**config.mk**
```make
export PLATFORM = sky130hd
export DESIGN_NAME = integer_set_table_core
export DESIGN_NICKNAME = d
export VERILOG_FILES = /design/src/hdl/isettab_pkg.sv /design/src/hdl/isettab_ram.sv /design/src/hdl/isettab_ctrl.sv /design/src/hdl/integer_set_table_core.sv
export SDC_FILE = /design/constraint.sdc
export NUM_CORES = 1
export LEC_CHECK = 0
export BUFFER_PORTS_ARGS = -buffer_cell sky130_fd_sc_hd__buf_2
export CORE_MARGIN = 4
export CORE_UTILIZATION = 35
export DETAILED_ROUTE_END_ITERATION = 10
export PLACE_DENSITY_LB_ADDON = 0.08
export SETUP_SLACK_MARGIN = 0.4
export SLEW_MARGIN = 40
export SYNTH_ARGS = -nofsm -noshare
export SYNTH_HDL_FRONTEND = slang
export SYNTH_HIERARCHICAL = 1
export SYNTH_SLANG_ARGS = --single-unit
export TNS_END_PERCENT = 50
```
**constraint.sdc**
```tcl
create_clock -name clk -period 13.7 [get_ports clk]
set_input_delay 0.685 -clock clk [delete_from_list [all_inputs] [get_ports clk]]
set_output_delay 0.685 -clock clk [all_outputs]
set_load 0.01 [all_outputs]
```
**src/hdl/isettab_pkg.sv**
```systemverilog
`timescale 1ns / 1ps
// ----------------------------------------------------------------------------
// isettab_pkg
// Shared types and constants for the integer set table.
// ----------------------------------------------------------------------------
package isettab_pkg;

  localparam int CAPACITY = 16;
  // address and count widths; count must reach CAPACITY itself
  localparam int AW = (CAPACITY > 1) ? $clog2(CAPACITY) : 1;
  localparam int CW = $clog2(CAPACITY + 1);
  localparam int DW = 32;
  localparam int MCW = 5;  // width of the member_count field

  typedef enum logic [1:0] {
    MODE_INSERT = 2'd0,
    MODE_REMOVE = 2'd1,
    MODE_QUERY  = 2'd2
  } mode_t;

  typedef enum logic [2:0] {
    ST_IDLE,
    ST_SCAN_RD,
    ST_SCAN_CMP,
    ST_APPLY,
    ST_SH_RD,
    ST_SH_WR,
    ST_DONE
  } state_t;

  typedef struct packed {
    logic          re;
    logic [AW-1:0] raddr;
    logic          we;
    logic [AW-1:0] waddr;
    logic [DW-1:0] wdata;
  } mem_req_t;

  typedef struct packed {
    logic                 full_drop;
    logic signed [DW-1:0] oldest_value;
    logic                 is_empty;
    logic [MCW-1:0]       member_count;
    logic                 was_present;
  } result_t;

endpackage

```
**src/hdl/isettab_ram.sv**
```systemverilog
`timescale 1ns / 1ps
// ----------------------------------------------------------------------------
// isettab_ram
// Simple dual-port synchronous RAM, one write and one registered read.
// ----------------------------------------------------------------------------
module isettab_ram #(
  parameter int DEPTH = 16,
  parameter int WIDTH = 32,
  parameter int ADDR_W = 4
) (
  input  logic              clk,
  input  logic              we,
  input  logic [ADDR_W-1:0] waddr,
  input  logic [WIDTH-1:0]  wdata,
  input  logic              re,
  input  logic [ADDR_W-1:0] raddr,
  output logic [WIDTH-1:0]  rdata
);

  logic [WIDTH-1:0] mem [DEPTH];
  logic [WIDTH-1:0] rdata_r;

  always_ff @(posedge clk) begin
    if (we) begin
      mem[waddr] <= wdata;
    end
    if (re) begin
      rdata_r <= mem[raddr];
    end
  end

  assign rdata = rdata_r;

endmodule

```
**src/hdl/isettab_ctrl.sv**
```systemverilog
`timescale 1ns / 1ps
// ----------------------------------------------------------------------------
// isettab_ctrl
// Request sequencer: scans the entry RAM for the value, then appends or
// closes the gap by moving later entries down one place.
// ----------------------------------------------------------------------------
module isettab_ctrl (
  input  logic                          clk,
  input  logic                          rst_n,
  input  logic                          req_valid,
  output logic                          req_ready,
  input  logic [1:0]                    req_mode,
  input  logic signed [isettab_pkg::DW-1:0] req_value,
  output isettab_pkg::mem_req_t         mem_req,
  input  logic [isettab_pkg::DW-1:0]    mem_rdata,
  output logic                          res_valid,
  input  logic                          res_ready,
  output isettab_pkg::result_t          res
);

  localparam int CW = isettab_pkg::CW;
  localparam int AW = isettab_pkg::AW;
  localparam logic [CW-1:0] CAP = CW'(isettab_pkg::CAPACITY);

  isettab_pkg::state_t state_r, state_nxt;
  logic [1:0]                     mode_r, mode_nxt;
  logic [isettab_pkg::DW-1:0]     value_r, value_nxt;
  logic [CW-1:0]                  idx_r, idx_nxt;
  logic [CW-1:0]                  count_r, count_nxt;
  logic [isettab_pkg::DW-1:0]     oldest_r, oldest_nxt;
  logic                           hit_r, hit_nxt;
  logic                           drop_r, drop_nxt;
  logic [CW:0]                    idx_inc;
  logic [31:0]                    count_wide;

  assign idx_inc    = {1'b0, idx_r} + (CW + 1)'(1);
  assign count_wide = 32'(count_r);

  always_ff @(posedge clk) begin
    if (!rst_n) begin
      state_r <= isettab_pkg::ST_IDLE;
      count_r <= '0;
    end else begin
      state_r <= state_nxt;
      count_r <= count_nxt;
    end
  end

  always_ff @(posedge clk) begin
    mode_r   <= mode_nxt;
    value_r  <= value_nxt;
    idx_r    <= idx_nxt;
    oldest_r <= oldest_nxt;
    hit_r    <= hit_nxt;
    drop_r   <= drop_nxt;
  end

  always_comb begin
    state_nxt  = state_r;
    mode_nxt   = mode_r;
    value_nxt  = value_r;
    idx_nxt    = idx_r;
    count_nxt  = count_r;
    oldest_nxt = oldest_r;
    hit_nxt    = hit_r;
    drop_nxt   = drop_r;
    req_ready  = 1'b0;
    res_valid  = 1'b0;
    mem_req    = '0;

    case (state_r)
      isettab_pkg::ST_IDLE: begin
        req_ready = 1'b1;
        if (req_valid) begin
          mode_nxt  = req_mode;
          value_nxt = req_value;
          idx_nxt   = '0;
          hit_nxt   = 1'b0;
          drop_nxt  = 1'b0;
          state_nxt = isettab_pkg::ST_SCAN_RD;
        end
      end
      isettab_pkg::ST_SCAN_RD: begin
        if (idx_r < count_r) begin
          mem_req.re    = 1'b1;
          mem_req.raddr = idx_r[AW-1:0];
          state_nxt     = isettab_pkg::ST_SCAN_CMP;
        end else begin
          state_nxt = isettab_pkg::ST_APPLY;
        end
      end
      isettab_pkg::ST_SCAN_CMP: begin
        if (mem_rdata == value_r) begin
          hit_nxt   = 1'b1;           // idx_r now holds the slot
          state_nxt = isettab_pkg::ST_APPLY;
        end else begin
          idx_nxt   = idx_inc[CW-1:0];
          state_nxt = isettab_pkg::ST_SCAN_RD;
        end
      end
      isettab_pkg::ST_APPLY: begin
        state_nxt = isettab_pkg::ST_DONE;
        case (mode_r)
          isettab_pkg::MODE_INSERT: begin
            if (!hit_r) begin
              if (count_r < CAP) begin
                mem_req.we    = 1'b1;
                mem_req.waddr = count_r[AW-1:0];
                mem_req.wdata = value_r;
                if (count_r == '0) begin
                  oldest_nxt = value_r;
                end
                count_nxt = count_r + CW'(1);
              end else begin
                drop_nxt = 1'b1;
              end
            end
          end
          isettab_pkg::MODE_REMOVE: begin
            if (hit_r) begin
              state_nxt = isettab_pkg::ST_SH_RD;
            end
          end
          default: begin
          end
        endcase
      end
      isettab_pkg::ST_SH_RD: begin
        if (idx_inc < {1'b0, count_r}) begin
          mem_req.re    = 1'b1;
          mem_req.raddr = idx_inc[AW-1:0];
          state_nxt     = isettab_pkg::ST_SH_WR;
        end else begin
          count_nxt = count_r - CW'(1);
          state_nxt = isettab_pkg::ST_DONE;
        end
      end
      isettab_pkg::ST_SH_WR: begin
        mem_req.we    = 1'b1;
        mem_req.waddr = idx_r[AW-1:0];
        mem_req.wdata = mem_rdata;
        if (idx_r == '0) begin
          oldest_nxt = mem_rdata;
        end
        idx_nxt   = idx_inc[CW-1:0];
        state_nxt = isettab_pkg::ST_SH_RD;
      end
      isettab_pkg::ST_DONE: begin
        res_valid = 1'b1;
        if (res_ready) begin
          state_nxt = isettab_pkg::ST_IDLE;
        end
      end
      default: begin
        state_nxt = isettab_pkg::ST_IDLE;
      end
    endcase
  end

  // result reflects the state after the request has been applied
  always_comb begin
    res.was_present  = hit_r;
    res.member_count = count_wide[isettab_pkg::MCW-1:0];
    res.is_empty     = (count_r == '0);
    res.oldest_value = (count_r == '0) ? '0 : $signed(oldest_r);
    res.full_drop    = drop_r;
  end

endmodule

```
**src/hdl/integer_set_table_core.sv**
```systemverilog
`timescale 1ns / 1ps
// ----------------------------------------------------------------------------
// integer_set_table_core
// Bounded set of distinct signed 32-bit integers kept in insertion order.
// ----------------------------------------------------------------------------
// Each input item inserts (mode 0), removes (mode 1) or looks up (mode 2 or 3)
// a value and yields exactly one result item. Values sit in a single RAM of
// CAPACITY entries with a registered read, and one item is handled at a time:
// the lookup reads the held entries in turn, comparing each read value, until
// a match or the end of the held values, and a removal then moves each later
// entry down, reading it and writing it one place lower.
// A finished result waits in an output register, and the next item is taken
// the cycle after the result moves into that register.
// No clearing pass is needed after reset; only entries below the count are
// read.
// ----------------------------------------------------------------------------
module integer_set_table_core (
  input  logic        clk,
  input  logic        rst_n,
  input  logic        in_tvalid,
  output logic        in_tready,
  input  logic [39:0] in_tdata,   // mode[1:0], value[33:2], zero pad
  output logic        out_tvalid,
  input  logic        out_tready,
  output logic [39:0] out_tdata   // was_present[0], member_count[5:1],
                                  // is_empty[6], oldest_value[38:7],
                                  // full_drop[39]
);

  isettab_pkg::mem_req_t       mem_req;
  logic [isettab_pkg::DW-1:0]  mem_rdata;
  isettab_pkg::result_t        res;
  isettab_pkg::result_t        out_data_r;
  logic                        res_valid;
  logic                        res_ready;
  logic                        out_valid_r, out_valid_nxt;

  assign res_ready = !out_valid_r || out_tready;

  isettab_ctrl u_ctrl (
    .clk       (clk),
    .rst_n     (rst_n),
    .req_valid (in_tvalid),
    .req_ready (in_tready),
    .req_mode  (in_tdata[1:0]),
    .req_value ($signed(in_tdata[33:2])),
    .mem_req   (mem_req),
    .mem_rdata (mem_rdata),
    .res_valid (res_valid),
    .res_ready (res_ready),
    .res       (res)
  );

  isettab_ram #(
    .DEPTH  (isettab_pkg::CAPACITY),
    .WIDTH  (isettab_pkg::DW),
    .ADDR_W (isettab_pkg::AW)
  ) u_ram (
    .clk   (clk),
    .we    (mem_req.we),
    .waddr (mem_req.waddr),
    .wdata (mem_req.wdata),
    .re    (mem_req.re),
    .raddr (mem_req.raddr),
    .rdata (mem_rdata)
  );

  always_comb begin
    out_valid_nxt = out_valid_r;
    if (res_valid && res_ready) begin
      out_valid_nxt = 1'b1;
    end else if (out_tready) begin
      out_valid_nxt = 1'b0;
    end
  end

  always_ff @(posedge clk) begin
    if (!rst_n) begin
      out_valid_r <= 1'b0;
    end else begin
      out_valid_r <= out_valid_nxt;
    end
  end

  always_ff @(posedge clk) begin
    if (res_valid && res_ready) begin
      out_data_r <= res;
    end
  end

  assign out_tvalid = out_valid_r;
  assign out_tdata  = out_data_r;

endmodule

```
-- Word level (Yosys, flattened, before mapping)
Memories as Yosys holds them, arrays and structs flattened. A register that Yosys moved wholly into a read port is not among the register bits.
Cells that the tools add are included.
- register bits after elaboration: 122
- RAM bits: 512
- logic and storage cells: 102
- memories kept: 1
- memory list (memory ; depth ; width ; rd ports ; clocked after memory_dff ; write ports ; line ; source):
    u_ram.mem ; 16 ; 32 ; 1 ; 1 ; 1 ; isettab_ram.sv:20 ; logic [WIDTH-1:0] mem [DEPTH];
- add/sub/neg operators: 3
- magnitude comparators: 3
- equality and inequality tests: 19
- multiplexer cells: 42
- reduce and logical (&&, ||, !) cells: 20
- operator list (cell ; number):
    $mux W32 ; 5
    $mux W37 ; 3
    $pmux W37 S2 ; 1
    $pmux W32 S2 ; 1
    $mux W5 ; 8
    $eq A32 B32 Y1 ; 1
    $pmux W3 S7 ; 1
    $pmux W5 S2 ; 2
    $ne A2 B2 Y1 const B ; 8
    $pmux W5 S3 ; 1
    $mux W1 ; 12
    $logic_not A5 Y1 ; 2
    $reduce_and A5 Y1 ; 2
    $reduce_bool A2 Y1 ; 5
    $eq A3 B3 Y1 const B ; 3
    $mux W3 ; 3
    $add A5 B1 Y6 const B ; 1
    $eq A3 B2 Y1 const B ; 2
    $lt A6 B5 Y1 ; 1
    $mux W2 ; 3
    $ne A2 B1 Y1 const B ; 3
    $reduce_and A3 Y1 ; 2
    $reduce_and A6 Y1 ; 1
    $add A5 B1 Y5 const B ; 1
    other kinds (13) ; 15

-- Longest topological paths before layout
- word-level depth: 7
- depth in mapped cells: 15
- gate-level depth less buffers: 13

-- By module
Netlist, hierarchy kept.
- modules (own cells, without submodules) (module ; times used ; cells an instance ; area an instance (µm²) ; sequential area each (µm²)):
    isettab_ram ; 1 ; 838 ; 20155.6 ; 16335.7
    isettab_ctrl ; 1 ; 464 ; 4528.1 ; 2352.3
    integer_set_table_core ; 1 ; 45 ; 1258.7 ; 1221.2

-- Worst setup path after synthesis
No wires, ideal clock.
- path kind: register -> register
- from: reg u_ctrl.state_r[0]
- to: mem u_ram.mem[0][0] (enable)
- setup time: 461 ps
- data arrival time: 4016 ps
- required time: 13239 ps
- path slack: 9223 ps
- stages on the path, launching flop included: 9
- buffers on the path: 3
- path through: dfxtp_1 > buf_2 > nand2_1 > or2_2 > clkbuf_1 > clkbuf_1 > nand2_1 > or3b_2 > nor3_1
- RTL lines (item ; line ; source):
    start: declaration ; isettab_ctrl.sv:25 ; isettab_pkg::state_t state_r, state_nxt;
    start signal: assignment ; isettab_ctrl.sv:41 ; state_r <= isettab_pkg::ST_IDLE;
    start signal: assignment ; isettab_ctrl.sv:44 ; state_r <= state_nxt;
    end: declaration ; isettab_ram.sv:20 ;

==> results.ini <==
[routing]
firstDrtPassIters=4
vias_per_cell=5.18
post_drt_wl_per_cell_microns=27.7
drt_wl_total_microns=68900
remaining_drc_errors=0
ant_nets=0
vias=12900
drt_iter0_drc=964

[final_layout]
nets=1530
final_cell_mix=657 x edfxtp_1, 190 x nand2_1, 128 x mux4_2, 79 x buf_2, 77 x clkbuf_16
area_growth_pct=16.0
antennaDiodeCount=0
final_common_cell=edfxtp_1
regArea_sq_um=19900
multiInputGateArea_sq_um=5870
fillers=6497
fin_area_sq_um=30100
drive_gt1_frac=0.252

[worst_setup_path]
critical-path-max-stage-delay_ps=640
path_cells=and2_1, nand2_1, xnor2_1, inv_1, ha_1, o21a_1, o21ai_0, o21ai_2, mux2i_4, buf_6, buf_6, mux4_2, a22oi_1, nand2_1
endpoint_kind=flop
crit_arrival_ps=5320
cp_slowest_cell=buf_6
cp_max_fo=46
cp_top_family=buffers and inverters
worstPathBufferInverterCount=3
worstSetupPathType=reg -> reg
start_kind=flop
reg2reg_depth=14
cp.required_ps=14050
cp.depth=14

[timing]
max-slew-margin-rel=0.433
period_share=0.363
rsz0062_at_grt=no
setup_viol_count_final=0
hold_viol_final=0
max_freq_mhz=201
tightest_slew_ps=850
fin_worst_skew_ps=15.7
period_needed_ps=4980
setup_tns_ps=0
finalMaxSlewViolations=0

[die]
core_sq_um=73200
rows=99
initial_core_util=0.354
ios=86
die_area_sq_um=78500
dieHeight_microns=280
fp.dieW_microns=280

[logic_synthesis]
ys_types=53
syn_inst=1347
async_flop_share=0
synth_flop_cell=edfxtp_1
syn-cell-area_sq_um=25900
synth_seq_cells=666
yosys_warnings=6
ys_seq_area_frac=0.767
synth_nets=1405
synth_edf_count=657
syn_avg_cell_area_sq_um=19.3

[worst_hold_path]
hp-class=in -> reg
min_path_cells=1

[pwr]
clkPwrFrac=0.370
switching_power_uw=1420
ir_drop_v=0.0000936
leakagePower_uw=0.00940
switching_share=0.269
pwr-share-seq=0.465
power.density_nw_per_um2=175
internal-power_uw=3850
p_comb_frac=0.165

[clock_network]
clock_latency_ps=610
cts-buffers-inserted=75
clkSinkCount=666
postCtsSetupBuffers=0
cts_resized=0
cts_tree=done
cts_hold_buf=0
root_buffer=clkbuf_16
htree_levels=3
clk_pin_slew_ps=60
cts_buffer_depth=3

[placement]
postPlaceCellArea_sq_um=27700
portBuffers=79
dp_hpwl_microns=35300
routabilityCongestion=0.699

[grt]
grt_pass1_wl_microns=98300
track_usage=0.177
antenna_found_initial=1
grt_overflow=0
grt_max_degree=57
grt_pass1_vias=13400

[outcome]
status=complete, no violations

[job]
cap_violations=0

[registers in the layout (all words and copies together), names as in the netlist]
name             cells
u_ctrl/hit_r         1
u_ram/rdata         32
out_tvalid           1
u_ctrl/idx_r         5
u_ctrl/value_r      32
u_ram/mem          512
u_ctrl/mode_r        2
u_ctrl/drop_r        1
u_ctrl/oldest_r     32
u_ctrl/state_r       3
out_tdata           40
u_ctrl/count_r       5
[kinds of logic (layout without fill, tap and decap cells)]
kind of cell             Yosys count  after routing  synth area share
AO/OA/AOI/OAI                    117            117            0.0341
buffers and inverters             81            263            0.0141
adder cells (fa/ha/maj)           14             14           0.00704
flip-flops                       666            666             0.767
multiplexers                     129            129             0.112
XOR/XNOR                          37             37            0.0125
AND/OR/NAND/NOR                  303            303            0.0534
[power by group through the flow]
stage	combinational (uW)	clock, uW	sequential, uW
floorplan	584	0	2460
global placement	885	0	2490
detailed placement	890	0	2490
CTS	894	2010	2450
global route	948	2100	2460
finish	871	1950	2450
[metrics by stage]
step | power [uW] | std cells | hold WS, ps | utilization | worst slack (ps)
3_5_place_dp | 3380 | 2354 | 406 | 0.379 | 8410
5_1_grt | 5510 | 2488 | 212 | 0.411 | 8210
6_report | 5270 | 2488 | 248 | 0.411 | 8720
3_3_place_gp | 3380 | 2353 | 420 | 0.378 | 8140
2_1_floorplan | 3050 | 1347 | 458 | - | 9220
4_1_cts | 5360 | 2488 | 200 | 0.411 | 8380
[path summary, 6_finish.rpt]
kind,from,endpoint,slack (ps)
max,u_ctrl/idx_r[0],u_ram/rdata[17],8720
min,in_tdata[26],u_ctrl/value_r[24],250
max reg2reg,u_ctrl/idx_r[0],u_ram/rdata[17],8720
min reg2reg,u_ctrl/drop_r,out_tdata[39],420
[cell usage after synthesis (all sizes together), types with 2 or more instances]
cell type | count | area, sq um
o211a | 2 | 20.0
a22o | 7 | 61.3
o21ai | 10 | 53.8
and2 | 4 | 27.5
and3b | 2 | 17.5
a21oi | 9 | 45.0
and3 | 2 | 12.5
nor2 | 24 | 90.1
a21boi | 2 | 18.8
a22oi | 65 | 488
ha | 13 | 163
dfxtp | 9 | 180
nor4 | 4 | 25.0
edfxtp | 657 | 19700
a21o | 2 | 15.0
or2 | 2 | 12.5
nor3 | 7 | 35.0
nor2b | 37 | 231
xor2 | 16 | 140
clkbuf | 30 | 113
mux4 | 128 | 2880
nand2b | 5 | 38.8
inv | 15 | 56.3
a31oi | 2 | 12.5
nand2 | 191 | 717
buf | 36 | 196
o22ai | 5 | 31.3
or3b | 2 | 17.5
nand4 | 8 | 50.1
nand3 | 6 | 30.0
or4 | 2 | 15.0
nand3b | 3 | 22.5
o21a | 7 | 52.6
xnor2 | 21 | 184
[worst reg2reg max path: cells and delay by family, from the launching register on]
kind            cells  cell delay (ps)
buf+inv             3             1360
mux                 2             1000
compound gates      4              930
flops               1              460
simple gates        3              430
fa+ha+maj           1              290
xor+xnor            1              270
[final cells by class]
| type | instances | area share |
|---|---|---|
| inverters | 15 | 0.00187 |
| repair buffers | 114 | 0.0227 |
| flip-flops and latches | 666 | 0.662 |
| multi-input cells | 600 | 0.195 |
| clock inverters | 37 | 0.0124 |
| clock buffers | 97 | 0.0665 |
| well taps | 959 | 0.0399 |
[routing by layer]
| metal | share of wire | global-route usage |
|---|---|---|
| met4 | 0.021 | 0.0459 |
| met1 | 0.45 | 0.246 |
| met5 | 0 | 0 |
| met3 | 0.039 | 0.0255 |
| met2 | 0.49 | 0.294 |
No activity file was read; power rests on OpenSTA's default activity.
